--- src/sv/gcc_pkg.sv ---
// ----------------------------------------------------------------------------
// gcc_pkg
// Shared types, widths and codes of the graph component counter.
// ----------------------------------------------------------------------------
package gcc_pkg;

  localparam int VERTEX_W = 10;
  localparam int COUNT_W  = 11;
  localparam int STATUS_W = 2;

  localparam int MAX_VERTICES_DEF = 1024;
  localparam int MAX_ENTRIES_DEF  = 8192;

  localparam logic [STATUS_W-1:0] STATUS_OK       = 2'd0;
  localparam logic [STATUS_W-1:0] STATUS_OVERFLOW = 2'd1;
  localparam logic [STATUS_W-1:0] STATUS_INDEX    = 2'd2;

  typedef struct packed {
    logic [VERTEX_W-1:0] vertex;
    logic [VERTEX_W-1:0] neighbor;
    logic                has_neighbor;
    logic                last;
  } gcc_in_t;

  typedef struct packed {
    logic [COUNT_W-1:0]  component_count;
    logic [STATUS_W-1:0] status;
  } gcc_out_t;

  typedef enum logic [3:0] {
    S_LOAD,
    S_CHECK,
    S_SCAN,
    S_SCAN_CHK,
    S_POP,
    S_LIST,
    S_EDGE_INIT,
    S_EDGE,
    S_NB,
    S_VIS,
    S_DONE
  } gcc_state_t;

  typedef struct packed {
    logic load;
    logic begin_scan;
    logic root;
    logic next_root;
    logic pop;
    logic edge_init;
    logic nb_rd;
    logic vis_rd;
    logic enq;
    logic emit;
  } gcc_cmd_t;

  typedef struct packed {
    logic last_item;
    logic ok;
    logic visited;
    logic scan_last;
    logic queue_empty;
    logic edge_done;
    logic nb_skip;
    logic out_free;
  } gcc_status_t;

endpackage

--- src/sv/gcc_ctrl.sv ---
// ----------------------------------------------------------------------------
// gcc_ctrl
// Controller: load handshake, root scan and breadth-first walk sequencing.
// ----------------------------------------------------------------------------
module gcc_ctrl import gcc_pkg::*; (
  input  logic        clk,
  input  logic        rst_n,
  input  logic        in_valid,
  output logic        in_stall,
  input  gcc_status_t st,
  output gcc_cmd_t    cmd
);

  gcc_state_t state_r;
  gcc_state_t state_nxt;

  always_ff @(posedge clk) begin
    if (!rst_n) begin
      state_r <= S_LOAD;
    end else begin
      state_r <= state_nxt;
    end
  end

  always_comb begin
    state_nxt = state_r;
    cmd       = '0;
    in_stall  = (state_r != S_LOAD);
    unique case (state_r)
      S_LOAD: begin
        cmd.load = in_valid;
        if (in_valid && st.last_item) begin
          state_nxt = S_CHECK;
        end
      end
      S_CHECK: begin
        cmd.begin_scan = 1'b1;
        state_nxt      = st.ok ? S_SCAN : S_DONE;
      end
      S_SCAN: begin
        state_nxt = S_SCAN_CHK;
      end
      S_SCAN_CHK: begin
        if (st.visited) begin
          cmd.next_root = 1'b1;
          state_nxt     = st.scan_last ? S_DONE : S_SCAN;
        end else begin
          cmd.root  = 1'b1;
          state_nxt = S_POP;
        end
      end
      S_POP: begin
        if (st.queue_empty) begin
          cmd.next_root = 1'b1;
          state_nxt     = st.scan_last ? S_DONE : S_SCAN;
        end else begin
          cmd.pop   = 1'b1;
          state_nxt = S_LIST;
        end
      end
      S_LIST: begin
        state_nxt = S_EDGE_INIT;
      end
      S_EDGE_INIT: begin
        cmd.edge_init = 1'b1;
        state_nxt     = S_EDGE;
      end
      S_EDGE: begin
        if (st.edge_done) begin
          state_nxt = S_POP;
        end else begin
          cmd.nb_rd = 1'b1;
          state_nxt = S_NB;
        end
      end
      S_NB: begin
        if (st.nb_skip) begin
          state_nxt = S_EDGE;
        end else begin
          cmd.vis_rd = 1'b1;
          state_nxt  = S_VIS;
        end
      end
      S_VIS: begin
        cmd.enq   = 1'b1;
        state_nxt = S_EDGE;
      end
      S_DONE: begin
        if (st.out_free) begin
          cmd.emit  = 1'b1;
          state_nxt = S_LOAD;
        end
      end
      default: begin
        state_nxt = S_LOAD;
      end
    endcase
  end

endmodule

--- config.mk ---
export PLATFORM = sky130hd
export DESIGN_NAME = gcc_ctrl
export DESIGN_NICKNAME = d
export VERILOG_FILES = /design/src/sv/gcc_pkg.sv /design/src/sv/gcc_ctrl.sv
export SDC_FILE = /design/constraint.sdc
export NUM_CORES = 1
export LEC_CHECK = 0
export BUFFER_PORTS_ARGS = -buffer_cell sky130_fd_sc_hd__buf_2
export CORE_AREA = 2 2 39 41
export DETAILED_ROUTE_END_ITERATION = 8
export DIE_AREA = 0 0 41 43
export PLACE_DENSITY = 0.66
export SLEW_MARGIN = 20
export SYNTH_ARGS = -nofsm -noshare
export SYNTH_HDL_FRONTEND = slang
export SYNTH_SLANG_ARGS = --single-unit
--- constraint.sdc ---
create_clock -name clk -period 3.1 [get_ports clk]
set_clock_uncertainty 0.1 [all_clocks]
set_input_delay 0.62 -clock clk [delete_from_list [all_inputs] [get_ports clk]]
set_output_delay 0.62 -clock clk [all_outputs]
set_load 0.05 [all_outputs]
==> flow_summary_export.csv <==
group,metric,value,unit
run_status,outcome,"completed",
critical_path,critPathMaxStageDelay,0.69,ns
critical_path,cp_num_cells,3,
power,powerDensity,923,nW/um^2
route,first_pass_iters,4,
critical_path,critical_path_peak_fanout,19,
critical_path,cpMaxStageDelayCell,"dfxtp_1",
place,hpwl,848,um
critical_path,reg2reg_depth,3,
clock_tree,hold_buffers,0,
critical_path,worstPathCellList,"or2b_1 -> nor3_1 -> buf_2",
place,portBuffers,21,
critical_path,cp_num_buf_inv,1,
logic_synthesis,avgSynthCellArea,8.01,um^2
place,dp_cells,94,
place,place_congestion,0.676,
clock_tree,postCtsSetupBuffers,0,
timing,fmaxAchievable,412,MHz
place,dp_worst_setup_slack,0.934,ns
route,drc,0,
grt,grt_pass1_wl,1.75,mm
critical_path,path_class,"reg -> out",
die,die_area,1760,um^2
logic_synthesis,synth.cell_area,497,um^2
logic_synthesis,syn_nets,73,
clock_tree,cts_htree_levels,1,
clock_tree,cts_resized,0,
final_layout,top_regs,"state_r: 4 flops",
grt,overflow,0,
critical_path,arrival,1.71,ns
final_layout,stdcell_count,97,
critical_path,path_delay_family,"flip-flops",
grt,grt_pass1_vias,444,
final_layout,final_core_util,43.0,%
logic_synthesis,seq_area_frac_synth,16.1,%
grt,grt_usage,14.3,%
die,rows,14,
final_layout,regMostFlops,"state_r",
route,route.vias.total,523,
timing,timing.final.crit_share,78.4,%
route,drt-total-wl,1.16,mm
final_layout,layout-drive-gt1-share,34.6,%
die,start_util,35.9,%
run,maxCapViolCount,0,
logic_synthesis,ys.flop_type,"dfxtp_1",
power,vdd_drop_max,0.000286,V
critical_path,endpoint,"cmd[7]",
clock_tree,cts_tree,"yes",
clock_tree,cts.clk_slew.worst_paths,0.04,ns
timing,worst_pin_slew,0.595,ns
final_layout,largest_reg_flops,4,
clock_tree,clockRootBuffer,"clkbuf_4",
final_layout,diodes,0,
clock_tree,cts_max_path_buffers,2,
critical_path,crit_start,"state_r[0]",
final_layout,syn2layout_area_growth,19.9,%
power,p_leak,0.280,nW
die,ios,22,
final_layout,final.fill_count,142,
timing,relSlewSlack,60.3,%
logic_synthesis,synth_edf_count,0,
final_layout,nets,94,
die,die_w,41,um
clock_tree,cts_sinks,4,
route,wire_per_inst,11.9,um
route,vias_per_cell,5.39,
logic_synthesis,post-synth-top-count-cell,"nor3_1",
logic_synthesis,synthesis.instances,62,
die,die_h,43,um
grt,antenna_found_initial,0,
worst_hold_path,holdCritPathClass,"in -> reg",
timing,setup_tns,0,ns
logic_synthesis,synth-seq-cells,4,
logic_synthesis,yosys_warnings,0,
critical_path,crit_path_end_kind,"primary output",
timing,finalHoldViolations,0,
clock_tree,clock_latency,0.23,ns
timing,min_period,2.43,ns
die,coreArea,1380,um^2
timing,drv_slew,0,
critical_path,startpoint_type,"register",
critical_path,rrSetupSlack,1.59,ns
timing,setup_violations,0,
critical_path,r2r-end,"state_r[3]",
critical_path,worstReg2RegStart,"state_r[0]",
logic_synthesis,async_flop_share,0,%
logic_synthesis,ys_top_cells_by_area,"dfxtp_1 16%, o211ai_1 7.6%, nor3_1 7.1%",
route,drtIter0Drc,4,
logic_synthesis,synth_common_cells,"7 x nor3_1, 5 x inv_1, 5 x o211ai_1",
logic_synthesis,synth_top_cell_area_share,16.1,%
logic_synthesis,synthDistinctLibCells,31,
timing,rsz0062_at_grt,"false",
clock_tree,numCtsBuffers,3,
grt,grt_max_degree,20,
route,ant_nets,0,
logic_synthesis,synth_top_area_cell,"dfxtp_1",
timing,fin_ws,0.670,ns
critical_path,worstPathRequired,2.38,ns
## layer usage
layer	vias up	share of wire (%)	global-route usage, %
met1	246	49	17.9
li1	269	-	-
met2	8	49	20.6
met4	0	0	10.0
met5	-	0	0
met3	0	2.3	3.14
## per-stage QoR
stage	hold slack [ns]	area (um^2)	power [mW]
floorplan	0.504	497	0.456
global placement	0.693	573	0.484
detailed placement	0.699	573	0.486
CTS	0.555	596	0.552
global route	0.555	596	0.589
finish	0.562	596	0.550
## logic make-up (layout without fill, tap and decap cells)
logic type	Yosys count	count (layout)	share of synthesized area, %
xor+xnor	1	1	1.76
buf+inv	10	29	13.6
flops	4	4	16.1
simple gates	33	33	47.1
compound gates	14	14	21.4
## cells in the final DEF (no fill, tap or decap), drive strengths merged, types with 2 or more instances in the layout
master / synthesis / final
and3: 2 / 2
nand2: 4 / 4
nor2: 2 / 2
nor3b: 3 / 3
dfxtp: 4 / 4
nor3: 7 / 7
o211ai: 5 / 5
inv: 5 / 5
or2b: 2 / 2
o2111ai: 3 / 3
clkbuf: 0 / 3
buf: 5 / 21
nor2b: 2 / 2
and2: 2 / 2
and4bb: 2 / 2
## worst min path at each step
| stage | to | cells after the start | slack, ns | from |
|---|---|---|---|---|
| finish | state_r[0] | 3 | 0.56 | st[7] |
| floorplan | state_r[1] | 3 | 0.50 | state_r[3] |
| global placement | state_r[2] | 2 | 0.69 | state_r[1] |
| global route | state_r[0] | 3 | 0.56 | st[7] |
| detailed placement | state_r[2] | 2 | 0.70 | state_r[2] |
| CTS | state_r[0] | 3 | 0.55 | st[7] |
## report_power, final
group          total, mW  internal, mW  switching, mW
Sequential         0.157        0.0710         0.0860
Combinational      0.331         0.123          0.207
Clock             0.0622        0.0431         0.0191
## worst min-delay path: cells and delay by family
kind	cells	cell delay, ns
buffers and inverters	1	0.09
AO/OA/AOI/OAI	1	0.07
AND/OR/NAND/NOR	1	0.06
## area by class of cell
cell class / count / area (um^2) / area share [%]
clock buffers: 3 / 22.5 / 3.78
multi-input cells: 48 / 349 / 58.6
well taps: 16 / 20.0 / 3.36
inverters: 5 / 18.8 / 3.15
flip-flops and latches: 4 / 80.1 / 13.4
repair buffers: 21 / 105 / 17.6
Note: power is estimated with default switching activity, not from simulation.
